--- src/rtl/core/cbbpf_pkg.sv ---
`timescale 1ns / 1ps

package cbbpf_pkg;

    localparam int MAX_ROWS_DEF = 2048;

    localparam int RADIUS_W = 6;
    localparam logic [RADIUS_W-1:0] RADIUS_RST = 6'd20;

    localparam int LUMA_W  = 8;
    localparam int ROW_W   = 11;
    localparam int POS_W   = 17;
    localparam int FRAC_W  = 16;
    // window holds at most 2*63+1 rows, sum of 127 bytes
    localparam int WIN_W   = 7;
    localparam int SUM_W   = 15;

    localparam int IN_DATA_W  = 8;
    localparam int OUT_DATA_W = 40;
    localparam int OUT_USER_W = 2;

    typedef struct packed {
        logic [ROW_W-1:0] first;
        logic [ROW_W-1:0] last;
        logic [POS_W-1:0] pos;
        logic             single;
        logic             ovf;
    } t_result;

    // row address bits
    function automatic int f_aw(input int max_rows);
        return $clog2(max_rows);
    endfunction

    // row count bits, holds max_rows itself
    function automatic int f_cw(input int max_rows);
        return $clog2(max_rows + 1);
    endfunction

    // (first+last) << 16
    function automatic int f_num_w(input int max_rows);
        return f_aw(max_rows) + 1 + FRAC_W;
    endfunction

    // either 2*(rows-1) or the window row count
    function automatic int f_den_w(input int max_rows);
        return (f_cw(max_rows) + 1 > WIN_W) ? f_cw(max_rows) + 1 : WIN_W;
    endfunction

endpackage

--- src/rtl/core/cbbpf_div.sv ---
`timescale 1ns / 1ps

// Restoring divider, one quotient bit per cycle.
module cbbpf_div #(
    parameter int NUM_W = cbbpf_pkg::f_num_w(cbbpf_pkg::MAX_ROWS_DEF),
    parameter int DEN_W = cbbpf_pkg::f_den_w(cbbpf_pkg::MAX_ROWS_DEF)
) (
    input  logic             i_clk,
    input  logic             i_rst_n,
    input  logic             i_start,
    input  logic [NUM_W-1:0] i_num,
    input  logic [DEN_W-1:0] i_den,
    output logic             o_done,
    output logic [NUM_W-1:0] o_quo
);

    localparam int SW = $clog2(NUM_W);

    logic             r_busy;
    logic             r_done;
    logic [SW-1:0]    r_step;
    logic [DEN_W-1:0] r_rem;
    logic [DEN_W-1:0] r_den;
    logic [NUM_W-1:0] r_quo;

    logic [DEN_W:0]   trial;
    logic [DEN_W:0]   diff;
    logic             fits;
    logic [DEN_W-1:0] n_rem;

    always_comb begin
        trial = {r_rem, r_quo[NUM_W-1]};
        diff  = trial - {1'b0, r_den};
        fits  = trial >= {1'b0, r_den};
        // without a subtract the partial remainder is below the divisor
        n_rem = fits ? diff[DEN_W-1:0] : trial[DEN_W-1:0];
    end

    always_ff @(posedge i_clk) begin
        if (!i_rst_n) begin
            r_busy <= 1'b0;
            r_done <= 1'b0;
            r_step <= '0;
        end else begin
            r_done <= 1'b0;
            if (i_start) begin
                r_busy <= 1'b1;
                r_step <= '0;
                r_rem  <= '0;
                r_quo  <= i_num;
                r_den  <= i_den;
            end else if (r_busy) begin
                r_rem  <= n_rem;
                r_quo  <= {r_quo[NUM_W-2:0], fits};
                r_step <= r_step + 1'b1;
                if (r_step == SW'(NUM_W - 1)) begin
                    r_busy <= 1'b0;
                    r_done <= 1'b1;
                end
            end
        end
    end

    assign o_done = r_done;
    assign o_quo  = r_quo;

endmodule

--- config.mk ---
export PLATFORM = sky130hd
export DESIGN_NAME = cbbpf_div
export DESIGN_NICKNAME = d
export VERILOG_FILES = /design/src/rtl/core/cbbpf_pkg.sv /design/src/rtl/core/cbbpf_div.sv
export SDC_FILE = /design/constraint.sdc
export NUM_CORES = 1
export LEC_CHECK = 0
export ABC_CLOCK_PERIOD_IN_PS = 3000
export BUFFER_PORTS_ARGS = -buffer_cell sky130_fd_sc_hd__buf_2
export CAP_MARGIN = 5
export CORE_MARGIN = 2
export CORE_UTILIZATION = 35
export CTS_CLUSTER_DIAMETER = 200
export CTS_CLUSTER_SIZE = 10
export DETAILED_ROUTE_END_ITERATION = 6
export GPL_ROUTABILITY_DRIVEN = 0
export GPL_TIMING_DRIVEN = 0
export PLACE_DENSITY = 0.63
export SETUP_SLACK_MARGIN = 0.02
export SLEW_MARGIN = 20
export SYNTH_ARGS = -nofsm -noshare
export SYNTH_HDL_FRONTEND = slang
export SYNTH_SLANG_ARGS = --single-unit
--- constraint.sdc ---
create_clock -name i_clk -period 3 [get_ports i_clk]
set_input_delay 0.45 -clock i_clk [delete_from_list [all_inputs] [get_ports i_clk]]
set_output_delay 0.45 -clock i_clk [all_outputs]
set_load 0.03 [all_outputs]
==> results of run 1 <==
worst max path at each step:
| stage | end | slack, ns | cells after the start |
|---|---|---|---|
| floorplan | o_quo[0] | 0.28 | 10 |
| global placement | o_quo[0] | 0.25 | 10 |
| detailed placement | o_quo[0] | 0.23 | 10 |
| CTS | o_quo[0] | 0.21 | 10 |
| global route | o_quo[0] | 0.07 | 10 |
| finish | o_quo[0] | 0.23 | 10 |
per-stage QoR:
stage / total power [mW] / std cells
after detailed placement: 1.55 / 419
after global routing: 2.40 / 435
after global placement: 1.53 / 418
after floorplan: 1.42 / 239
after CTS: 2.31 / 435
final: 2.29 / 435
routing by layer:
metal | wire (um) | vias up | global-route usage (%)
met2 | 2790 | 78 | 21.4
met3 | 588 | 7 | 6.03
li1 | - | 1059 | -
met5 | 0 | - | 0
met4 | 73 | 0 | 4.85
met1 | 2950 | 1032 | 17.7
critical path: cells and delay by family (launching register included):
family | cells | cell delay [ns]
AOI/OAI and AO/OA | 4 | 0.89
adders and majority gates | 2 | 0.60
DFF | 1 | 0.41
buffers and inverters | 3 | 0.35
muxes | 1 | 0.26
flip-flops by register name, indices dropped and copies added (netlist names):
signal	count
o_quo	28
r_busy	1
r_step	5
o_done	1
r_rem	13
r_den	13
where the power goes:
group / total (mW) / switching, mW / internal, mW
Combinational: 0.500 / 0.284 / 0.215
Clock: 0.758 / 0.331 / 0.427
Sequential: 1.03 / 0.0282 / 1.00
layout make-up:
type	count	area, sq um	share of cell area, %
flip-flops and latches	61	1760	45.6
multi-input cells	152	1270	32.9
repair buffers	72	383	9.91
clock buffers	12	155	4.01
well taps	108	135	3.50
inverters	18	67.6	1.75
clock inverters	4	47.5	1.23
plain buffers	8	42.5	1.10
cell families (layout without fill, tap and decap cells):
logic type	count (synthesis)	in the layout	synth area share [%]
buf+inv	26	114	3.50
mux	36	36	12.6
xor+xnor	12	12	3.34
simple gates	49	49	8.20
compound gates	40	40	10.1
flops	61	61	56.1
fa+ha+maj	15	15	6.21
Yosys cell counts, types with 5 or more instances:
cell,n
sky130_fd_sc_hd__edfxtp_1,54
sky130_fd_sc_hd__mux2_2,28
sky130_fd_sc_hd__nor2_1,19
sky130_fd_sc_hd__inv_1,18
sky130_fd_sc_hd__ha_1,14
sky130_fd_sc_hd__a21oi_1,12
sky130_fd_sc_hd__mux2i_1,8
sky130_fd_sc_hd__dfxtp_1,7
sky130_fd_sc_hd__nand2_1,7
sky130_fd_sc_hd__xnor2_1,7
sky130_fd_sc_hd__clkbuf_1,6
sky130_fd_sc_hd__xor2_1,5
==> key figures, run 1 <==
Setup path
  • Critical path startpoint: o_quo[27]
  • Worst reg2reg path startpoint: o_quo[27]
  • CP Capture Type: register
  • Required arrival time at the worst endpoint: 3.09 ns
  • Critical path startpoint category: register
  • Classification of the worst setup path: register to register
  • Setup slack on the worst flop-to-flop path: 0.23 ns
  • RR Endpoint: o_quo[0]
  • Slowest cell on crit path: sky130_fd_sc_hd__fa_1
  • Critical path peak fanout: 10
  • Critical Path, Cell by Cell: inv_1, ha_1, inv_1, fa_1, a211oi_2, o21ai_4, a31oi_2, o21ai_4, buf_8, mux2_2
  • Worst R2R Path Depth: 10
  • Slowest cell delay on critical path: 0.44 ns
  • Arrival @ worst endpoint: about 2.9 ns

Layout
  • Post-Route Utilization: 44.3%
  • Fraction of layout instances using a drive strength above 1: 39.8%
  • Nets@finish: approximately 380
  • Number of fill cells in the layout: just over 800
  • Final design instance area without fill: 0.00386 sq mm
  • Leading cell type in the layout, fill and taps excluded: sky130_fd_sc_hd__buf_2
  • Synth-to-layout area growth: 23.0%
  • Highest-count cells in the layout ignoring fill and taps: sky130_fd_sc_hd__buf_2 (72), sky130_fd_sc_hd__edfxtp_1 (54), sky130_fd_sc_hd__mux2_2 (28)
  • Number of antenna cells inserted: 0

Synthesis
  • Number of distinct library cell variants in the gate-level netlist after synthesis: 44
  • Share of Yosys cell area claimed by the top area cell type: 51.6%
  • Synthesis Warnings: 0
  • Synth area leaders: sky130_fd_sc_hd__edfxtp_1 (52%), sky130_fd_sc_hd__mux2_2 (10%), sky130_fd_sc_hd__ha_1 (5.6%)
  • Number of synthesized register bits: 61
  • Synth area leader: sky130_fd_sc_hd__edfxtp_1
  • Netlist area before placement: 0.00314 sq mm
  • Part of the Yosys area used for sequential elements: 56.1%
  • EDFF count, synth: 54
  • Post-Synthesis Mean Instance Area: approximately 13 sq um
  • Number of instances in the synthesized netlist: 239
  • Async SR Flop Fraction: 0%
  • Dominant register cell in the synthesized netlist: sky130_fd_sc_hd__edfxtp_1
  • Net count of the mapped netlist: 298

Global routing
  • Total Routing Usage GR: 14.0%
  • Pin count of the biggest net entering global routing: 23
  • Aggregate global routing overflow: 0
  • Initial antenna violation count: 0
  • Via count of the first global-routing pass: ~2,300
  • Global-route wire length before repair: between 10,000 and 15,000 um

Floorplan
  • Total die area: between 0.009 and 0.01 sq mm
  • Die height: 98.8 um
  • Standard-cell row count: 34
  • Die outline width: 98.8 um
  • Area of the core: about 0.0087 sq mm
  • Number of top-level pins: 73
  • Initial core utilization: 36.0%

STA
  • Achievable Freq: 362 MHz
  • Share of the clock period used by the worst path: 92.2%
  • Final hold vios: 0
  • Setup slack after layout: 0.234 ns
  • Setup TNS: 0 ns
  • Min Clock Period, post-route: 2.77 ns
  • Post-route worst hold slack: 0.287 ns
  • Worst slew slack as a fraction of its limit: 58.4%
  • Final Max Slew Viols: 0
  • Final setup vio count: 0
  • Worst-case clock skew: 0.00896 ns
  • Measured slew at the worst slew-check pin: 0.623 ns
  • RSZ-0062 raised after global routing: false

Clocking
  • CTS Buffer Depth: 2
  • CTS tree: built
  • CTS hold repair buffers: 0
  • Post-CTS clock slew at the launch and capture registers of the worst setup and hold paths: 0.07 ns
  • Cts bufs inserted: 9
  • Later-pin clock latency in the skew report: 0.33 ns
  • H-tree lvl count: 3
  • Number of buffers inserted by post-CTS setup repair: 0
  • Total number of clock tree sinks: 61
  • Master cell of the clock root buffer: sky130_fd_sc_hd__clkbuf_8
  • Resized cells post-CTS: 0

Pwr
  • Leakage component of the power: 1.60 nW
  • Power density cells: between 500 and 600 mW/mm^2
  • Max VDD drop: ~0.29 mV

Place
  • Worst-case setup slack after placement: 0.230 ns
  • Dpl cell area: 0.00366 sq mm
  • Final HPWL from detailed placement: 4590 um
  • Number of buffer cells added on primary ports: 71

Job
  • Maxcap violations: 0

Drt
  • Total DRC errors in the routed layout: 0
  • Count of antenna-violating nets left after detailed routing: 0
  • Total length of routed wires: 6400 um
  • Number of DRC markers in iteration 0: slightly below 60
  • Vias per Instance: 5.00
  • Mean routed wirelength per cell: 14.7 um
  • Count of TritonRoute iterations in the first routing pass: 4
  • Number of vias after detailed routing: 2,176

Min path
  • Worst hold-check path type: input port to register
  • Worst hold endpoint: r_den[7]
  • Hold path cells: 1
  • Start point of the worst min-delay path: i_den[7]

Status
  • Outcome: completed
Note: power is estimated with default switching activity, not from simulation.
==> run 2: changes to the inputs <==
- CTS_BUF_LIST: default -> sky130_fd_sc_hd__clkbuf_16
==> run 2 against run 1 <==
Net effect:
- sequential share of layout area fell by 0.94 points
- combinational power about the same
- hold slack gained 0.015 ns
- first-iteration DRC count increased by 12%
- maximum frequency is 0.11% higher
- register-to-register slack about the same
- non-clock buffer count is the same
- clock power up 31%
- power rose by 10%
- routed wire length rose by 0.78%
- sequential power about the same
- largest cell class unchanged
==> key figures, run 2 (same netlist as run 1, synthesis figures left out) <==
Place
  • Final HPWL from detailed placement: 4590 um (unchanged)
  • Number of buffer cells added on primary ports: 71 (unchanged)

Drt
  • Total DRC errors in the routed layout: 0 (unchanged)
  • Count of antenna-violating nets left after detailed routing: 0 (unchanged)
  • Mean routed wirelength per cell: 14.8 um (+0.78%)
  • Total length of routed wires: 6450 um (+0.78%)
  • Number of vias after detailed routing: 2,151 (-1.1%)
  • Vias per Instance: 4.94 (-1.1%)
  • Number of DRC markers in iteration 0: 66 (+12%)
  • Count of TritonRoute iterations in the first routing pass: 4 (unchanged)

STA
  • Setup TNS: 0 ns (unchanged)
  • Post-route worst hold slack: 0.302 ns (+0.0150 ns)
  • Min Clock Period, post-route: 2.76 ns (-0.00299 ns)
  • Worst slew slack as a fraction of its limit: 59.2% (+0.72 points)
  • Worst-case clock skew: 0.00742 ns (-0.00153 ns)
  • Achievable Freq: 362 MHz (+0.11%)
  • Share of the clock period used by the worst path: 92.1% (-0.10 points)
  • Final hold vios: 0 (unchanged)
  • Final Max Slew Viols: 0 (unchanged)
  • Measured slew at the worst slew-check pin: 0.613 ns (-0.0108 ns)
  • Final setup vio count: 0 (unchanged)
  • RSZ-0062 raised after global routing: false

Setup path
  • CP Capture Type: register
  • Classification of the worst setup path: register to register
  • Critical path startpoint category: register
  • Critical path peak fanout: 10 (unchanged)
  • Arrival @ worst endpoint: 2.83 ns (-0.02 ns)
  • Required arrival time at the worst endpoint: 3.07 ns (-0.02 ns)

Global routing
  • Via count of the first global-routing pass: 2,296 (-0.22%)
  • Initial antenna violation count: 0 (unchanged)
  • Pin count of the biggest net entering global routing: 23 (unchanged)
  • Total Routing Usage GR: 14.0% (+0.075 points)
  • Aggregate global routing overflow: 0 (unchanged)
  • Global-route wire length before repair: 10,800 um (+0.19%)

Clocking
  • Later-pin clock latency in the skew report: 0.32 ns (about the same)
  • CTS tree: built
  • Master cell of the clock root buffer: sky130_fd_sc_hd__clkbuf_16
  • Number of buffers inserted by post-CTS setup repair: 0 (unchanged)
  • Resized cells post-CTS: 0 (unchanged)
  • H-tree lvl count: 3 (unchanged)
  • Total number of clock tree sinks: 61 (unchanged)
  • Cts bufs inserted: 9 (unchanged)
  • CTS Buffer Depth: 2 (unchanged)
  • Post-CTS clock slew at the launch and capture registers of the worst setup and hold paths: 0.05 ns (-0.02 ns)
  • CTS hold repair buffers: 0 (unchanged)

Layout
  • Number of flip-flops under the largest register name: 28 (unchanged)
  • Synth-to-layout area growth: 25.6%
  • Number of fill cells in the layout: 804 (-2.5%)
  • Highest-count cells in the layout ignoring fill and taps: sky130_fd_sc_hd__buf_2 (72), sky130_fd_sc_hd__edfxtp_1 (54), sky130_fd_sc_hd__mux2_2 (28)
  • Nets@finish: 381 (unchanged)
  • Number of antenna cells inserted: 0 (unchanged)
  • Fraction of layout instances using a drive strength above 1: 39.1% (-0.61 points)
  • Sequential cell area: 0.00176 sq mm (unchanged)
  • Post-Route Utilization: 45.3% (+0.93 points)
  • Area taken by multi-input logic gates: 0.00127 sq mm (unchanged)
  • Leading cell type in the layout, fill and taps excluded: sky130_fd_sc_hd__buf_2

Job
  • Maxcap violations: 0 (unchanged)

Pwr
  • Power density cells: 640 mW/mm^2 (+8.1%)
  • Total design power: 2.53 mW (+10%)
  • Leakage component of the power: 1.64 nW (+2.4%)
  • Max VDD drop: 0.301 mV (+5.3%)

Floorplan
  • Initial core utilization: 36.0% (unchanged)
  • Area of the core: 0.00872 sq mm (unchanged)
  • Die height: 98.8 um (unchanged)
  • Number of top-level pins: 73 (unchanged)
  • Standard-cell row count: 34 (unchanged)
  • Die outline width: 98.8 um (unchanged)
  • Total die area: 0.00975 sq mm (unchanged)

Status
  • Outcome: completed

Min path
  • Worst hold-check path type: input port to register
run 2: final cells by class:
class / count / share of cell area (%)
inverter: 18 / 1.71
sequential: 61 / 44.6
buffer: 8 / 1.08
clock buffer: 9 / 5.71
timing repair buffer: 72 / 9.70
tap: 108 / 3.42
multi-input combinational: 152 / 32.2
clock inverter: 7 / 1.49
run 2: report_power, final:
part	total (mW)	switching (mW)	internal (mW)	leakage, nW
Sequential	1.03	0.0280	1.01	0.573
Clock	0.992	0.362	0.630	0.141
Combinational	0.500	0.285	0.215	0.924
Total	2.53	0.675	1.85	1.64
run 2: per-layer routing:
metal  global-route usage (%)  wire length [um]  vias up  share of wire (%)
li1                         -                 -     1053                  -
met1                     17.9              2910     1005                 45
met2                     21.4              2840       84                 44
met3                     5.89               604        9                9.4
met4                     5.16               104        0                1.6
met5                        0                 0        -                  0
run 2: worst max-delay path: stages, from the launching register on:
cell and delay [ns]:
sky130_fd_sc_hd__edfxtp_1 0.41, sky130_fd_sc_hd__inv_1 0.08, sky130_fd_sc_hd__ha_1 0.16, sky130_fd_sc_hd__inv_1 0.05, sky130_fd_sc_hd__fa_1 0.43, sky130_fd_sc_hd__a211oi_2 0.37
sky130_fd_sc_hd__o21ai_4 0.11, sky130_fd_sc_hd__a31oi_2 0.25, sky130_fd_sc_hd__o21ai_4 0.18, sky130_fd_sc_hd__buf_8 0.20, sky130_fd_sc_hd__mux2_2 0.26
run 2: through the flow:
stage	setup WS (ns)	cells	instance area (sq um)
floorplan	0.279	239	3140
global placement	0.255	418	3630
detailed placement	0.230	419	3660
global route	0.0765	435	3950
finish	0.237	435	3950
CTS	0.217	435	3950
run 2: final timing paths:
check / start / endpoint / slack (ns) / depth (start not counted)
setup / recovery: o_quo[27] / o_quo[0] / 0.24 / 10
hold / removal: i_den[7] / r_den[7] / 0.30 / 1
setup reg to reg: o_quo[27] / o_quo[0] / 0.24 / 10
hold reg to reg: r_step[4] / r_step[4] / 0.53 / 2
==> run 3: changes to the inputs <==
- CORE_ASPECT_RATIO: default -> 0.75
==> run 3 against run 2 <==
Net effect:
- cell area stayed put
- maximum frequency down 1.5%
- routed wire length shrank 1.6%
- critical path depth did not move
- clock power grew 0.4%
- sequential power barely moved
- clock-buffer cell count did not move
- non-clock buffer count is the same
==> key figures, run 3 (same netlist as run 1, synthesis figures left out) <==
Place
  • Final HPWL from detailed placement: 4640 um (+1.1%)
  • Number of buffer cells added on primary ports: 71 (unchanged)

Setup path
  • Slowest cell delay on critical path: 0.44 ns (about the same)
  • Slowest cell on crit path: sky130_fd_sc_hd__fa_1
  • Worst R2R Path Depth: 10 (unchanged)
  • CP Capture Type: register
  • Worst reg2reg path startpoint: o_quo[27]
  • Arrival @ worst endpoint: 2.89 ns (+0.06 ns)
  • Required arrival time at the worst endpoint: 3.08 ns (about the same)
  • Crit path to: o_quo[0]
  • RR Endpoint: o_quo[0]
  • Critical path peak fanout: 10 (unchanged)
  • Critical Path, Cell by Cell: inv_1, ha_1, inv_1, fa_1, a211oi_2, o21ai_4, a31oi_2, o21ai_4, buf_8, mux2_2
  • Critical path startpoint: o_quo[27]
  • Classification of the worst setup path: register to register
  • Critical path startpoint category: register
  • Setup slack on the worst flop-to-flop path: 0.19 ns (-0.04 ns)

Layout
  • Post-Route Utilization: 45.9% (+0.64 points)
  • Number of flip-flops under the largest register name: 28 (unchanged)
  • Fraction of layout instances using a drive strength above 1: 39.4% (+0.31 points)
  • Highest-count cells in the layout ignoring fill and taps: sky130_fd_sc_hd__buf_2 (72), sky130_fd_sc_hd__edfxtp_1 (54), sky130_fd_sc_hd__mux2_2 (28)
  • Leading cell type in the layout, fill and taps excluded: sky130_fd_sc_hd__buf_2
  • Synth-to-layout area growth: 25.6% (unchanged)
  • Nets@finish: 381 (unchanged)
  • Number of antenna cells inserted: 0 (unchanged)

Clocking
  • Resized cells post-CTS: 0 (unchanged)
  • Cts bufs inserted: 9 (unchanged)
  • H-tree lvl count: 3 (unchanged)
  • CTS Buffer Depth: 2 (unchanged)
  • CTS hold repair buffers: 0 (unchanged)
  • Total number of clock tree sinks: 61 (unchanged)
  • CTS tree: built
  • Master cell of the clock root buffer: sky130_fd_sc_hd__clkbuf_16
  • Number of buffers inserted by post-CTS setup repair: 0 (unchanged)
  • Post-CTS clock slew at the launch and capture registers of the worst setup and hold paths: 0.05 ns (about the same)
  • Later-pin clock latency in the skew report: 0.33 ns (about the same)

Global routing
  • Aggregate global routing overflow: 0 (unchanged)
  • Via count of the first global-routing pass: 2,112 (-8.0%)
  • Initial antenna violation count: 0 (unchanged)
  • Total Routing Usage GR: 13.8% (-0.18 points)
  • Global-route wire length before repair: 10,200 um (-5.6%)
  • Pin count of the biggest net entering global routing: 26 (+13%)

Floorplan
  • Die height: 86.1 um (-13%)
  • Area of the core: 0.00860 sq mm (-1.4%)
  • Number of top-level pins: 73 (unchanged)
  • Total die area: 0.00976 sq mm (about the same)
  • Standard-cell row count: 29 (-15%)
  • Initial core utilization: 36.5% (+0.51 points)
  • Die outline width: 113 um (+15%)

Pwr
  • Power density cells: 640 mW/mm^2 (about the same)
  • Leakage component of the power: 1.63 nW (-0.25%)
  • Max VDD drop: 0.380 mV (+26%)

STA
  • Final Max Slew Viols: 0 (unchanged)
  • Setup TNS: 0 ns (unchanged)
  • Min Clock Period, post-route: 2.81 ns (+0.0431 ns)
  • Achievable Freq: 356 MHz (-1.5%)
  • Worst slew slack as a fraction of its limit: 58.9% (-0.29 points)
  • Final hold vios: 0 (unchanged)
  • Final setup vio count: 0 (unchanged)
  • Measured slew at the worst slew-check pin: 0.616 ns (+0.00374 ns)
  • Share of the clock period used by the worst path: 93.5% (+1.4 points)
  • Post-route worst hold slack: 0.296 ns (-0.00532 ns)
  • RSZ-0062 raised after global routing: false
  • Worst-case clock skew: 0.00438 ns (-0.00304 ns)

Status
  • Outcome: completed

Job
  • Maxcap violations: 0 (unchanged)

Min path
  • Start point of the worst min-delay path: i_den[12]
  • Worst hold-check path type: input port to register

Drt
  • Mean routed wirelength per cell: 14.6 um (-1.6%)
  • Count of TritonRoute iterations in the first routing pass: 4 (unchanged)
  • Total length of routed wires: 6350 um (-1.6%)
  • Vias per Instance: 4.93 (-0.37%)
  • Number of vias after detailed routing: 2,143 (-0.37%)
  • Total DRC errors in the routed layout: 0 (unchanged)
  • Number of DRC markers in iteration 0: 73 (+11%)
  • Count of antenna-violating nets left after detailed routing: 0 (unchanged)
-- run 3: changes by cell type in the layout (fill, tap and decap cells not counted) --
| cell | previous run | this run |
|---|---|---|
| sky130_fd_sc_hd__buf_12 | 0 | 1 |
| sky130_fd_sc_hd__buf_16 | 1 | 0 |
| sky130_fd_sc_hd__clkinv_1 | 2 | 1 |
| sky130_fd_sc_hd__clkinv_2 | 2 | 1 |
| sky130_fd_sc_hd__clkinvlp_4 | 1 | 2 |
| sky130_fd_sc_hd__inv_6 | 0 | 1 |
-- run 3: final cells by class --
cell class / instances / area, sq um
Fill cell: 811 / 4650
Sequential cell: 61 / 1760
Multi-Input combinational cell: 152 / 1270
Timing Repair Buffer: 72 / 375
Clock buffer: 9 / 225
Tap cell: 108 / 135
Inverter: 18 / 67.6
Clock inverter: 7 / 66.3
Buffer: 8 / 42.5
-- run 3: power breakdown --
part           internal, mW  total, mW  switching [mW]  leakage (nW)
Sequential             1.00       1.03          0.0265         0.573
Clock                 0.637      0.996           0.359         0.141
Combinational         0.214      0.500           0.286         0.921
Total                  1.86       2.53           0.672          1.63
-- run 3: worst min path at each step --
stage                      endpoint  slack, ns  cells after the start
after detailed placement  r_step[4]       0.51                      2
after CTS                 r_den[12]       0.28                      1
after global routing      r_den[12]       0.28                      1
after global placement    r_step[4]       0.49                      2
final                     r_den[12]       0.30                      1
after floorplan           r_step[4]       0.47                      2
-- run 3: critical path: cells and delay by family, from the launching register on --
kind / cells / cell delay [ns]
compound gates: 4 / 0.95
fa+ha+maj: 2 / 0.60
flops: 1 / 0.42
buf+inv: 3 / 0.33
mux: 1 / 0.25
-- run 3: layer usage --
layer / global-route usage (%) / vias to the layer above / part of all wire [%]
met5: 0 / - / 0
met3: 5.51 / 8 / 6.3
met4: 5.32 / 0 / 1.5
li1: - / 1059 / -
met1: 17.8 / 1019 / 46
met2: 21.2 / 57 / 46
-- run 3: metrics by stage --
| step | cells | cell area (sq um) | total power, mW | worst slack [ns] |
|---|---|---|---|---|
| 6_report | 435 | 3950 | 2.53 | 0.194 |
| 5_1_grt | 435 | 3950 | 2.66 | 0.0658 |
| 2_1_floorplan | 239 | 3140 | 1.42 | 0.279 |
| 3_5_place_dp | 419 | 3650 | 1.55 | 0.207 |
| 3_3_place_gp | 418 | 3630 | 1.54 | 0.203 |
| 4_1_cts | 435 | 3950 | 2.56 | 0.192 |
