<file path="config.mk">
export PLATFORM = sky130hd
export DESIGN_NAME = cbbpf_seq
export DESIGN_NICKNAME = d
export VERILOG_FILES = /design/src/rtl/core/cbbpf_pkg.sv /design/src/rtl/core/cbbpf_seq.sv
export SDC_FILE = /design/constraint.sdc
export NUM_CORES = 1
export LEC_CHECK = 0
export BUFFER_PORTS_ARGS = -buffer_cell sky130_fd_sc_hd__buf_4
export CAP_MARGIN = 25
export CORE_MARGIN = 4
export CORE_UTILIZATION = 50
export CTS_BUF_LIST = sky130_fd_sc_hd__clkbuf_4
export DETAILED_ROUTE_END_ITERATION = 8
export PLACE_DENSITY = 0.8
export SYNTH_ARGS = -nofsm -noshare
export SYNTH_HDL_FRONTEND = slang
export SYNTH_SLANG_ARGS = --single-unit
</file>
<file path="constraint.sdc">
create_clock -name i_clk -period 8.4 [get_ports i_clk]
set_clock_uncertainty 0.15 [all_clocks]
set_input_delay 0.42 -clock i_clk [delete_from_list [all_inputs] [get_ports i_clk]]
set_output_delay 0.42 -clock i_clk [all_outputs]
set_load 0.05 [all_outputs]
</file>
<file path="src/rtl/core/cbbpf_pkg.sv">
`timescale 1ns / 1ps

package cbbpf_pkg;

    localparam int MAX_ROWS_DEF = 2048;

    localparam int RADIUS_W = 6;
    localparam logic [RADIUS_W-1:0] RADIUS_RST = 6'd20;

    localparam int LUMA_W  = 8;
    localparam int ROW_W   = 11;
    localparam int POS_W   = 17;
    localparam int FRAC_W  = 16;
    // window holds at most 2*63+1 rows, sum of 127 bytes
    localparam int WIN_W   = 7;
    localparam int SUM_W   = 15;

    localparam int IN_DATA_W  = 8;
    localparam int OUT_DATA_W = 40;
    localparam int OUT_USER_W = 2;

    typedef struct packed {
        logic [ROW_W-1:0] first;
        logic [ROW_W-1:0] last;
        logic [POS_W-1:0] pos;
        logic             single;
        logic             ovf;
    } t_result;

    // row address bits
    function automatic int f_aw(input int max_rows);
        return $clog2(max_rows);
    endfunction

    // row count bits, holds max_rows itself
    function automatic int f_cw(input int max_rows);
        return $clog2(max_rows + 1);
    endfunction

    // (first+last) << 16
    function automatic int f_num_w(input int max_rows);
        return f_aw(max_rows) + 1 + FRAC_W;
    endfunction

    // either 2*(rows-1) or the window row count
    function automatic int f_den_w(input int max_rows);
        return (f_cw(max_rows) + 1 > WIN_W) ? f_cw(max_rows) + 1 : WIN_W;
    endfunction

endpackage

</file>
<file path="src/rtl/core/cbbpf_seq.sv">
`timescale 1ns / 1ps

// Frame capture and sliding window sequencer with peak tracking.
module cbbpf_seq #(
    parameter int MAX_ROWS = cbbpf_pkg::MAX_ROWS_DEF
) (
    input  logic                                   i_clk,
    input  logic                                   i_rst_n,
    input  logic [cbbpf_pkg::RADIUS_W-1:0]         i_radius,
    input  logic                                   i_in_valid,
    output logic                                   o_in_ready,
    input  logic [cbbpf_pkg::LUMA_W-1:0]           i_in_luma,
    input  logic                                   i_in_last,
    output logic                                   o_mem_we,
    output logic [cbbpf_pkg::f_aw(MAX_ROWS)-1:0]   o_mem_waddr,
    output logic [cbbpf_pkg::LUMA_W-1:0]           o_mem_wdata,
    output logic [cbbpf_pkg::f_aw(MAX_ROWS)-1:0]   o_mem_raddr,
    input  logic [cbbpf_pkg::LUMA_W-1:0]           i_mem_rdata,
    output logic                                   o_div_start,
    output logic [cbbpf_pkg::f_num_w(MAX_ROWS)-1:0] o_div_num,
    output logic [cbbpf_pkg::f_den_w(MAX_ROWS)-1:0] o_div_den,
    input  logic                                   i_div_done,
    input  logic [cbbpf_pkg::f_num_w(MAX_ROWS)-1:0] i_div_quo,
    input  logic                                   i_out_free,
    output logic                                   o_res_load,
    output cbbpf_pkg::t_result                     o_res
);

    localparam int AW    = cbbpf_pkg::f_aw(MAX_ROWS);
    localparam int CW    = cbbpf_pkg::f_cw(MAX_ROWS);
    localparam int NUM_W = cbbpf_pkg::f_num_w(MAX_ROWS);
    localparam int DEN_W = cbbpf_pkg::f_den_w(MAX_ROWS);
    localparam int XW    = ((CW > cbbpf_pkg::RADIUS_W) ? CW : cbbpf_pkg::RADIUS_W) + 1;
    localparam int SUM_W = cbbpf_pkg::SUM_W;
    localparam int LW    = cbbpf_pkg::LUMA_W;

    typedef enum logic [3:0] {
        S_IDLE,
        S_PRE,
        S_PRE_ACC,
        S_ADD,
        S_ADD_ACC,
        S_SUB,
        S_SUB_ACC,
        S_DIV,
        S_WAIT,
        S_POS,
        S_POS_WAIT,
        S_OUT
    } t_state;

    t_state                       r_state;
    logic [CW-1:0]                r_cnt;
    logic                         r_ovf;
    logic [AW-1:0]                r_y;
    logic [SUM_W-1:0]             r_sum;
    logic [LW-1:0]                r_best;
    logic [AW-1:0]                r_first;
    logic [AW-1:0]                r_last;
    logic [cbbpf_pkg::POS_W-1:0]  r_pos;

    logic          accept;
    logic          full;
    logic [XW-1:0] rad_x, y_x, bottom_x, hi0_x, up_x, dn_x, lo_x, hi_x, win_x;
    logic          add_ok, sub_ok;
    logic [AW:0]   pair;
    logic [LW-1:0] avg;

    always_comb begin
        accept   = i_in_valid && (r_state == S_IDLE);
        full     = r_cnt == CW'(MAX_ROWS);
        rad_x    = XW'(i_radius);
        y_x      = XW'(r_y);
        bottom_x = XW'(r_cnt) - 1'b1;
        hi0_x    = (rad_x < bottom_x) ? rad_x : bottom_x;
        up_x     = y_x + rad_x;
        add_ok   = up_x <= bottom_x;
        sub_ok   = y_x > rad_x;
        dn_x     = y_x - rad_x - 1'b1;
        lo_x     = sub_ok ? y_x - rad_x : '0;
        hi_x     = add_ok ? up_x : bottom_x;
        win_x    = hi_x - lo_x + 1'b1;
        pair     = (AW + 1)'(r_first) + (AW + 1)'(r_last);
        avg      = i_div_quo[LW-1:0];
    end

    always_comb begin
        case (r_state)
            S_ADD:   o_mem_raddr = up_x[AW-1:0];
            S_SUB:   o_mem_raddr = dn_x[AW-1:0];
            default: o_mem_raddr = r_y;
        endcase
    end

    assign o_in_ready  = r_state == S_IDLE;
    assign o_mem_we    = accept && !full;
    assign o_mem_waddr = r_cnt[AW-1:0];
    assign o_mem_wdata = i_in_luma;

    assign o_div_start = (r_state == S_DIV) || (r_state == S_POS && r_cnt > CW'(1));
    assign o_div_num   = (r_state == S_POS) ? {pair, {cbbpf_pkg::FRAC_W{1'b0}}}
                                            : NUM_W'(r_sum);
    assign o_div_den   = (r_state == S_POS) ? DEN_W'({r_cnt - 1'b1, 1'b0})
                                            : DEN_W'(win_x);

    assign o_res_load   = (r_state == S_OUT) && i_out_free;
    assign o_res.first  = cbbpf_pkg::ROW_W'(r_first);
    assign o_res.last   = cbbpf_pkg::ROW_W'(r_last);
    assign o_res.pos    = r_pos;
    assign o_res.single = r_cnt == CW'(1);
    assign o_res.ovf    = r_ovf;

    always_ff @(posedge i_clk) begin
        if (!i_rst_n) begin
            r_state <= S_IDLE;
            r_cnt   <= '0;
            r_ovf   <= 1'b0;
        end else begin
            case (r_state)
                S_IDLE: begin
                    if (accept) begin
                        if (!full) begin
                            r_cnt <= r_cnt + 1'b1;
                        end else begin
                            r_ovf <= 1'b1;
                        end
                        if (i_in_last) begin
                            r_y     <= '0;
                            r_sum   <= '0;
                            r_state <= S_PRE;
                        end
                    end
                end
                // fill the window of row 0: rows 0 up to min(radius, rows-1)
                S_PRE: begin
                    r_state <= S_PRE_ACC;
                end
                S_PRE_ACC: begin
                    r_sum <= r_sum + SUM_W'(i_mem_rdata);
                    if (y_x == hi0_x) begin
                        r_y     <= '0;
                        r_state <= S_DIV;
                    end else begin
                        r_y     <= r_y + 1'b1;
                        r_state <= S_PRE;
                    end
                end
                S_ADD: begin
                    r_state <= S_ADD_ACC;
                end
                S_ADD_ACC: begin
                    if (add_ok) begin
                        r_sum <= r_sum + SUM_W'(i_mem_rdata);
                    end
                    r_state <= S_SUB;
                end
                S_SUB: begin
                    r_state <= S_SUB_ACC;
                end
                S_SUB_ACC: begin
                    if (sub_ok) begin
                        r_sum <= r_sum - SUM_W'(i_mem_rdata);
                    end
                    r_state <= S_DIV;
                end
                S_DIV: begin
                    r_state <= S_WAIT;
                end
                S_WAIT: begin
                    if (i_div_done) begin
                        // row 0 always opens the run, even at zero
                        if (r_y == '0 || avg > r_best) begin
                            r_best  <= avg;
                            r_first <= r_y;
                            r_last  <= r_y;
                        end else if (avg == r_best &&
                                     (AW + 1)'(r_last) + 1'b1 == (AW + 1)'(r_y)) begin
                            r_last <= r_y;
                        end
                        if (y_x == bottom_x) begin
                            r_state <= S_POS;
                        end else begin
                            r_y     <= r_y + 1'b1;
                            r_state <= S_ADD;
                        end
                    end
                end
                S_POS: begin
                    if (r_cnt > CW'(1)) begin
                        r_state <= S_POS_WAIT;
                    end else begin
                        r_pos   <= '0;
                        r_state <= S_OUT;
                    end
                end
                S_POS_WAIT: begin
                    if (i_div_done) begin
                        r_pos   <= i_div_quo[cbbpf_pkg::POS_W-1:0];
                        r_state <= S_OUT;
                    end
                end
                S_OUT: begin
                    if (i_out_free) begin
                        r_cnt   <= '0;
                        r_ovf   <= 1'b0;
                        r_state <= S_IDLE;
                    end
                end
                default: begin
                    r_state <= S_IDLE;
                end
            endcase
        end
    end

endmodule

</file>
==> results.py, run 1 <==
metrics = {
    "outcome": {
        "status": "complete, no violations",
    },
    "yosys": {
        "ys_seq_area_share_pct": 28.7,
        "synthArstFlopShare_pct": 0,
        "synth-warning-count": 0,
        "synth_cell_type_count": 73,
        "synthFlopType": "edfxtp_1",
        "synth.net_count": 1176,
        "synth.avg_cell_area_sq_um": 8.65,
        "netlist_instances": 1021,
        "ys_ff_latch": 90,
        "syn_area_sq_mm": 0.00883,
        "synth_edf_count": 73,
    },
    "placed_design": {
        "dp.cells": 1330,
        "dp_hpwl_mm": 17.7,
        "place_congestion": 0.953,
        "portBuffers": 143,
        "placement.cell_area_sq_mm": 0.00992,
    },
    "route": {
        "ant_nets": 0,
        "remaining_drc_errors": 0,
        "avgRoutedWirePerCell_microns": 16.5,
        "wl_mm": 22.4,
        "via_per_inst": 5.70,
        "drt_pass1_iterations": 5,
        "vias": 7729,
        "drtIter0Drc": 464,
    },
    "clocking": {
        "clock_latency_ns": 0.49,
        "tritoncts": "yes",
        "cts_sinks": 90,
        "h-tree-depth": 3,
        "clk_pin_slew_worst_paths_ns": 0.17,
        "root_buffer": "clkbuf_4",
        "cts_resized": 0,
        "cts_buffers": 9,
        "clock_path_buffers": 2,
    },
    "worst_setup_path": {
        "slowest_stage": "edfxtp_1",
        "cp-end-kind": "output port",
        "ff2ff_setup_slack_ns": 3.40,
        "critical_path_required_ns": 7.83,
        "cp-start-kind": "flip-flop",
        "criticalPathCategory": "flip-flop to output port",
        "worstPathMaxFanout": 16,
        "crit_path_max_incr_delay_ns": 0.74,
        "arrival_ns": 7.31,
        "rr_worst_depth": 17,
        "reg2reg_to": "r_sum[3]$_SDFFCE_PN0P_",
        "worstReg2RegStart": "r_y[1]$_DFFE_PP_",
    },
    "cells_and_area": {
        "nets": 1280,
        "final_common_cell": "buf_4",
        "final_cell_mix": "buf_4 (152), nor2_1 (104), ha_1 (94), edfxtp_1 (73), xnor2_1 (71)",
        "area.growth.synth_to_final_pct": 14.9,
        "fill_cells": 1568,
        "final_cells": 1356,
        "finish.instance_area_sq_mm": 0.0101,
        "drive_gt1_share_pct": 16.8,
    },
    "sta": {
        "fin_crit_sh_pct": 93.8,
        "grt_setup_unrepaired": "no",
        "fin_tns_setup_ns": 0,
        "hold-worst-slack_ns": 0.0461,
        "fin_crit_ns": 7.88,
        "finalHoldViolCount": 0,
        "fmaxAchievable_ghz": 0.127,
        "slew_headroom_pct": 35.8,
        "worst_pin_slew_ns": 0.961,
        "setup_viol": 0,
        "final_max_slew_viol_count": 0,
    },
    "power_and_ir_drop": {
        "max-vdd-ir-drop_mv": 0.191,
        "p_leak_nw": 4.38,
        "power_density_mw_per_mm2": 136,
    },
    "global_routing": {
        "antenna_found_initial": 1,
        "first_global_vias": 7584,
        "grt.overflow.total": 0,
        "track_usage_pct": 22.4,
        "grt_pass1_wl_mm": 36.7,
        "grt_max_degree": 27,
    },
    "die": {
        "die_area_sq_mm": 0.0198,
        "io_pins": 172,
        "coreArea_sq_mm": 0.0173,
        "die_h_microns": 141,
        "die_w_microns": 141,
        "rows": 48,
        "initial_core_util_pct": 51.0,
    },
    "hold_path": {
        "hold_path_depth": 2,
        "worst_hold_path_type": "input port to flip-flop",
        "whs_endpoint": "r_pos[11]$_SDFFCE_PN0P_",
        "hp-start": "i_div_quo[11]",
    },
    "flow_run": {
        "cap_violations": 0,
    },
}
worst max-delay path by stage:
stage	from	endpoint
after floorplan	r_y[1]$_DFFE_PP_	o_div_den[7]
after global placement	r_y[1]$_DFFE_PP_	o_div_den[11]
after detailed placement	r_y[1]$_DFFE_PP_	o_div_den[11]
after CTS	r_y[1]$_DFFE_PP_	o_div_den[11]
after global routing	r_y[1]$_DFFE_PP_	o_div_den[11]
final	r_y[1]$_DFFE_PP_	o_div_den[11]
cell type report:
cell class / count / area, sq um / share of cell area (%)
clock buffer: 9 / 67.6 / 0.666
clock inverter: 7 / 70.1 / 0.691
sequential: 90 / 2530 / 25.0
inverter: 63 / 236 / 2.33
timing repair buffer: 161 / 1230 / 12.1
multi-input combinational: 800 / 5730 / 56.5
tap: 225 / 282 / 2.77
antenna: 1 / 2.50 / 0.0247
cells in the mapped netlist (15+ instances only):
master / instances / area, sq um
nor3_1: 41 / 205
and2_1: 37 / 231
nor2_1: 104 / 390
o21ai_0: 58 / 290
dfxtp_1: 17 / 340
buf_4: 21 / 158
inv_1: 62 / 233
a21oi_1: 50 / 250
xnor2_1: 71 / 622
nand3_1: 16 / 80.1
xor2_1: 34 / 298
ha_1: 94 / 1180
nor2b_1: 15 / 93.8
clkbuf_1: 42 / 158
nand2b_1: 21 / 131
nand2_1: 55 / 206
edfxtp_1: 73 / 2190
through the flow:
| stage | util, % | total power, mW | setup WS, ns |
|---|---|---|---|
| after floorplan | - | 0.973 | 1.57 |
| after global placement | 57.3 | 1.12 | 1.37 |
| after detailed placement | 57.4 | 1.13 | 1.18 |
| after CTS | 58.6 | 1.38 | 0.598 |
| after global routing | 58.7 | 1.47 | 0.0443 |
| final | 58.7 | 1.38 | 0.520 |
flip-flops by register name, indices dropped and copies added, names as in the netlist:
name     cells
r_first     11
r_y         11
r_state      4
r_best       8
r_ovf        1
r_sum       15
r_pos       17
r_cnt       12
r_last      11
cells by family after synthesis:
logic type,synth area share (%)
XOR/XNOR,11.7
flip-flops,28.7
adder cells (fa/ha/maj),14.5
AND/OR/NAND/NOR,20.7
AO/OA/AOI/OAI,16.4
other,0.0425
buffers and inverters,6.59
multiplexers,1.37
timing repair:
item,in CTS,in global routing
buffers inserted,0,0
hold endpoints to repair,8,0
hold buffers,8,0
critical path: cells and delay by family (launching register included):
kind            cells  cell delay, ns
compound gates     11            2.35
fa+ha+maj           5            1.51
simple gates        6            0.95
flops               1            0.74
buf+inv             5            0.66
mux                 1            0.36
xor+xnor            1            0.23
report_power, final:
part / leakage, nW / total (mW) / switching [mW] / internal (mW)
sequential: 0.847 / 0.500 / 0.0148 / 0.485
combinational: 3.46 / 0.628 / 0.398 / 0.231
clock: 0.0779 / 0.249 / 0.179 / 0.0702
layer usage:
layer / global-route usage (%) / share of wire [%] / vias to the layer above
li1: - / - / 3836
met1: 28.6 / 43 / 3604
met2: 38.1 / 47 / 244
met3: 4.38 / 7.0 / 45
met4: 7.65 / 2.6 / 0
met5: 0 / 0 / -
(Power assumes the default switching activity.)
==> inputs of run 2 (changes only) <==
- CORE_ASPECT_RATIO: not set -> 1.25
==> run 2 against run 1 <==
Flip-flop and latch count is the same. Critical path depth stayed put. Setup slack improved by 0.22 ns. Largest cell class unchanged. Maximum frequency rose by 2.8%. Largest power group unchanged. Count of clock-buffer cells in the layout unchanged. Cell area grew 0.25%. Combinational power fell by 0.6%. Non-clock buffer count rose by 3. Core utilization down 0.31 points. Routed wire length up 1.4%. Worst hold slack got worse by 0.0018 ns.
==> results.py, run 2 (synthesis gave the netlist of run 1 again) <==
metrics = {
    "cells_and_area": {
        "largest_register_ffs": 17,
        "reg_top3": "r_pos x17, r_sum x15, r_cnt x12",
        "nets": 1283,
        "max_flop_register": "r_pos",
        "fill_cells": 1544,
        "final_cell_mix": "buf_4 (156), nor2_1 (104), ha_1 (94), edfxtp_1 (73), xnor2_1 (71)",
        "final_util_pct": 58.3,
        "drive_gt1_share_pct": 17.0,
        "final_common_cell": "buf_4",
        "area.growth.synth_to_final_pct": 15.2,
        "finish.instance_area_sq_mm": 0.0102,
    },
    "placed_design": {
        "dp_hpwl_mm": 18.0,
        "placement.cell_area_sq_mm": 0.00995,
        "portBuffers": 143,
        "place_congestion": 0.939,
        "place_ws_ns": 1.26,
    },
    "route": {
        "drtIter0Drc": 639,
        "remaining_drc_errors": 0,
        "ant_nets": 0,
        "drt_pass1_iterations": 8,
        "avgRoutedWirePerCell_microns": 16.7,
        "wl_mm": 22.7,
        "via_per_inst": 5.70,
        "vias": 7744,
    },
    "global_routing": {
        "grt_pass1_wl_mm": 36.6,
        "grt.overflow.total": 0,
        "grt_max_degree": 35,
        "track_usage_pct": 22.5,
        "antenna_found_initial": 1,
        "first_global_vias": 7573,
    },
    "worst_setup_path": {
        "worstReg2RegStart": "r_y[2]$_DFFE_PP_",
        "critical_path_required_ns": 7.83,
        "arrival_ns": 7.09,
        "crit_buf_inv": 5,
        "slowest_stage": "edfxtp_1",
        "criticalPathCategory": "flip-flop to output port",
        "cp-start-kind": "flip-flop",
        "worstPathMaxFanout": 16,
        "crit_path_max_incr_delay_ns": 0.73,
        "crit_family": "compound AO/OA/AOI/OAI gates",
        "cp-end-kind": "output port",
        "cpMostUsedCell": "o21ai_0",
        "cp-startpoint": "r_y[2]$_DFFE_PP_",
    },
    "clocking": {
        "root_buffer": "clkbuf_4",
        "clock_latency_ns": 0.49,
        "cts_sinks": 90,
        "tritoncts": "yes",
        "h-tree-depth": 3,
        "cts_buffers": 9,
        "cts_resized": 0,
        "clock_path_buffers": 2,
        "clk_pin_slew_worst_paths_ns": 0.17,
    },
    "die": {
        "coreArea_sq_mm": 0.0174,
        "die_w_microns": 127,
        "die_h_microns": 157,
        "io_pins": 172,
        "initial_core_util_pct": 50.6,
        "rows": 54,
        "die_area_sq_mm": 0.0199,
    },
    "sta": {
        "grt_setup_unrepaired": "no",
        "finalHoldViolCount": 0,
        "setup_viol": 0,
        "final_max_slew_viol_count": 0,
        "fmaxAchievable_ghz": 0.131,
        "worst_pin_slew_ns": 0.964,
        "fin_crit_sh_pct": 91.2,
        "fin_tns_setup_ns": 0,
        "fin_crit_ns": 7.66,
        "fin_ws_ns": 0.739,
        "slew_headroom_pct": 35.6,
    },
    "hold_path": {
        "worst_hold_path_type": "input port to flip-flop",
        "hp-start": "i_div_quo[9]",
    },
    "power_and_ir_drop": {
        "power_density_mw_per_mm2": 135,
        "p_leak_nw": 4.39,
        "max-vdd-ir-drop_mv": 0.109,
    },
    "outcome": {
        "status": "complete, no violations",
    },
    "flow_run": {
        "cap_violations": 0,
    },
}
==> run 2: cell types whose count changed in the layout (fill, tap and decap cells not counted) <==
cell	change
clkbuf_2	-1
buf_4	+4
clkinvlp_4	+2
inv_6	-1
clkinv_2	-1
==> run 2: through the flow <==
| stage | total power [mW] | hold WS [ns] | cells |
|---|---|---|---|
| 2_1_floorplan | 0.973 | 0.288 | 1021 |
| 5_1_grt | 1.45 | 0.0188 | 1358 |
| 6_report | 1.37 | 0.0444 | 1358 |
| 3_3_place_gp | 1.12 | 0.310 | 1333 |
| 4_1_cts | 1.37 | 0.0278 | 1357 |
| 3_5_place_dp | 1.13 | 0.326 | 1333 |
==> run 2: repair_timing <==
item                      4_1_cts  5_1_grt
hold endpoints to repair        8        0
hold buffers                    8        0
setup buffers                   0        0
==> run 2: power breakdown <==
part | switching (mW) | leakage [nW] | internal [mW]
sequential | 0.0143 | 0.847 | 0.485
clock | 0.178 | 0.0698 | 0.0694
combinational | 0.393 | 3.47 | 0.231
total | 0.585 | 4.39 | 0.785
==> run 2: worst paths after layout <==
check / end / cells past startpoint / slack [ns]
setup reg to reg: r_sum[3]$_SDFFCE_PN0P_ / 17 / 3.58
hold / removal: r_pos[9]$_SDFFCE_PN0P_ / 2 / 0.04
setup / recovery: o_div_den[11] / 29 / 0.74
hold reg to reg: r_ovf$_SDFFE_PN0P_ / 2 / 0.35
==> run 2: layout make-up <==
| cell class | count | area [sq um] | share of cell area, % |
|---|---|---|---|
| Multi-Input combinational cell | 800 | 5730 | 56.3 |
| Sequential cell | 90 | 2530 | 24.9 |
| Timing Repair Buffer | 164 | 1250 | 12.3 |
| Tap cell | 224 | 280 | 2.76 |
| Inverter | 63 | 236 | 2.33 |
| Clock inverter | 7 | 71.3 | 0.701 |
| Clock buffer | 9 | 67.6 | 0.664 |
| Antenna cell | 1 | 2.50 | 0.0246 |
==> run 2: metal layers <==
layer	up-vias	global-route usage [%]	wire (microns)
li1	3837	-	-
met1	3598	26.1	8940
met2	257	40.2	11400
met3	52	4.64	1540
met4	0	9.66	839
met5	-	0	0
==> inputs of run 3 (changes only) <==
- CORE_UTILIZATION: 50 -> 55
- PLACE_DENSITY: 0.8 -> 0.87
==> run 3 against run 2 <==
Via count increased by 1.7%. Non-clock buffer count decreased by 1. Register-to-register slack got worse by 0.03 ns. Critical path depth increased by 1. First-iteration DRC count decreased by 15%. Routed wire length increased by 2.6%. Count of clock-buffer cells in the layout unchanged. Die area decreased by 8.6%. Flip-flop and latch count unchanged. Maximum frequency decreased by 1.1%. Sequential share of layout area increased by 0.083 points. Core utilization increased by 6.2 points.
==> results.py, run 3 (synthesis gave the netlist of run 1 again) <==
metrics = {
    "route": {
        "vias": 7876,
        "drtIter0Drc": 543,
        "ant_nets": 0,
        "avgRoutedWirePerCell_microns": 17.3,
        "remaining_drc_errors": 0,
        "wl_mm": 23.3,
        "via_per_inst": 5.86,
        "drt_pass1_iterations": 5,
    },
    "worst_setup_path": {
        "cp-start-kind": "flip-flop",
        "rr_worst_depth": 18,
        "cp-startpoint": "r_y[1]$_DFFE_PP_",
        "crit_buf_inv": 5,
        "path_depth": 30,
        "crit_family": "compound AO/OA/AOI/OAI gates",
        "worstReg2RegStart": "r_y[1]$_DFFE_PP_",
        "slowest_stage": "edfxtp_1",
        "arrival_ns": 7.18,
        "crit_path_max_incr_delay_ns": 0.71,
        "ff2ff_setup_slack_ns": 3.55,
        "criticalPathCategory": "flip-flop to output port",
        "cpMostUsedCell": "o21ai_0",
        "critical_path_required_ns": 7.83,
        "cp-end-kind": "output port",
        "worstPathMaxFanout": 16,
    },
    "cells_and_area": {
        "finish.instance_area_sq_mm": 0.0101,
        "final_cells": 1345,
        "max_flop_register": "r_pos",
        "seq_area_sq_mm": 0.00253,
        "fill_cells": 1338,
        "final_cell_mix": "buf_4 (155), nor2_1 (104), ha_1 (94), edfxtp_1 (73), xnor2_1 (71)",
        "area.growth.synth_to_final_pct": 14.8,
        "reg_top3": "r_pos x17, r_sum x15, r_cnt x12",
        "nets": 1282,
        "largest_register_ffs": 17,
        "drive_gt1_share_pct": 16.9,
        "final_common_cell": "buf_4",
        "multi_input_area_sq_mm": 0.00573,
    },
    "clocking": {
        "clock_latency_ns": 0.49,
        "h-tree-depth": 3,
        "cts_setup_buffers": 0,
        "cts_sinks": 90,
        "clock_path_buffers": 2,
        "tritoncts": "yes",
        "cts_resized": 0,
        "root_buffer": "clkbuf_4",
        "clk_pin_slew_worst_paths_ns": 0.17,
        "hold_buffers": 8,
        "cts_buffers": 9,
    },
    "die": {
        "die_area_sq_mm": 0.0182,
        "coreArea_sq_mm": 0.0157,
        "io_pins": 172,
        "die_w_microns": 121,
        "rows": 51,
        "initial_core_util_pct": 56.2,
        "die_h_microns": 150,
    },
    "placed_design": {
        "place_congestion": 0.935,
        "portBuffers": 143,
        "dp_hpwl_mm": 18.2,
        "dp.cells": 1320,
        "placement.cell_area_sq_mm": 0.00993,
    },
    "power_and_ir_drop": {
        "p_sw_share_pct": 42.8,
        "p_seq_share_pct": 36.5,
        "p_leak_nw": 4.38,
        "power_density_mw_per_mm2": 135,
        "max-vdd-ir-drop_mv": 0.0997,
        "p_sw_mw": 0.588,
        "power_frac_clock_pct": 17.8,
        "p_comb_share_pct": 45.8,
        "p_int_mw": 0.784,
    },
    "global_routing": {
        "grt.overflow.total": 0,
        "grt_max_degree": 35,
        "track_usage_pct": 25.5,
        "grt_pass1_wl_mm": 37.5,
        "first_global_vias": 7662,
        "antenna_found_initial": 1,
    },
    "sta": {
        "fin_crit_sh_pct": 92.2,
        "grt_setup_unrepaired": "no",
        "final_max_slew_viol_count": 0,
        "fin_crit_ns": 7.75,
        "slew_headroom_pct": 35.2,
        "setup_viol": 0,
        "hold-worst-slack_ns": 0.0410,
        "fmaxAchievable_ghz": 0.129,
        "fin_tns_setup_ns": 0,
        "finalHoldViolCount": 0,
        "worst_pin_slew_ns": 0.960,
    },
    "hold_path": {
        "worst_hold_path_type": "input port to flip-flop",
        "hold_path_depth": 3,
        "hp-start": "i_in_valid",
    },
    "flow_run": {
        "cap_violations": 0,
    },
    "outcome": {
        "status": "complete, no violations",
    },
}
-- run 3: cell count changes in the layout (fill, tap and decap cells not counted) --
cell / previous run / this run
buf_4: 156 / 155
clkinv_1: 1 / 2
clkinv_8: 1 / 0
clkinvlp_4: 2 / 1
inv_6: 2 / 3
-- run 3: power by group through the flow --
stage	logic (mW)	registers (mW)	clock network (mW)
floorplan	0.474	0.499	0
global placement	0.609	0.509	0
detailed placement	0.620	0.509	0
CTS	0.627	0.499	0.246
global route	0.686	0.501	0.263
finish	0.628	0.500	0.244
-- run 3: layout make-up --
cell class	count	share of cell area, %
antenna	1	0.0247
clock buffer	9	0.667
clock inverter	7	0.592
inverter	63	2.33
multi-input combinational	800	56.5
sequential	90	25.0
tap	212	2.62
timing repair buffer	163	12.3
-- run 3: tightest hold or removal path: cells and delay by family --
| kind | cells | cell delay, ns |
|---|---|---|
| simple gates | 1 | 0.07 |
| buf+inv | 1 | 0.10 |
| compound gates | 1 | 0.07 |
-- run 3: stage by stage --
step	setup slack (ns)	power (mW)	util, %
2_1_floorplan	1.57	0.973	-
3_3_place_gp	1.38	1.12	63.2
3_5_place_dp	1.23	1.13	63.2
4_1_cts	0.674	1.37	64.6
5_1_grt	0.112	1.45	64.6
6_report	0.655	1.37	64.6
-- run 3: final timing paths --
path | endpoint
max | o_div_den[11]
min | r_ovf$_SDFFE_PN0P_
max reg2reg | r_sum[10]$_SDFFCE_PN0P_
min reg2reg | r_ovf$_SDFFE_PN0P_
-- run 3: layer usage --
| metal | GRT usage, % | wire length (microns) | vias up |
|---|---|---|---|
| met1 | 30.1 | 9210 | 3736 |
| li1 | - | - | 3843 |
| met5 | 0 | 0 | - |
| met4 | 9.47 | 676 | 0 |
| met3 | 4.01 | 1460 | 46 |
| met2 | 46.5 | 12000 | 251 |
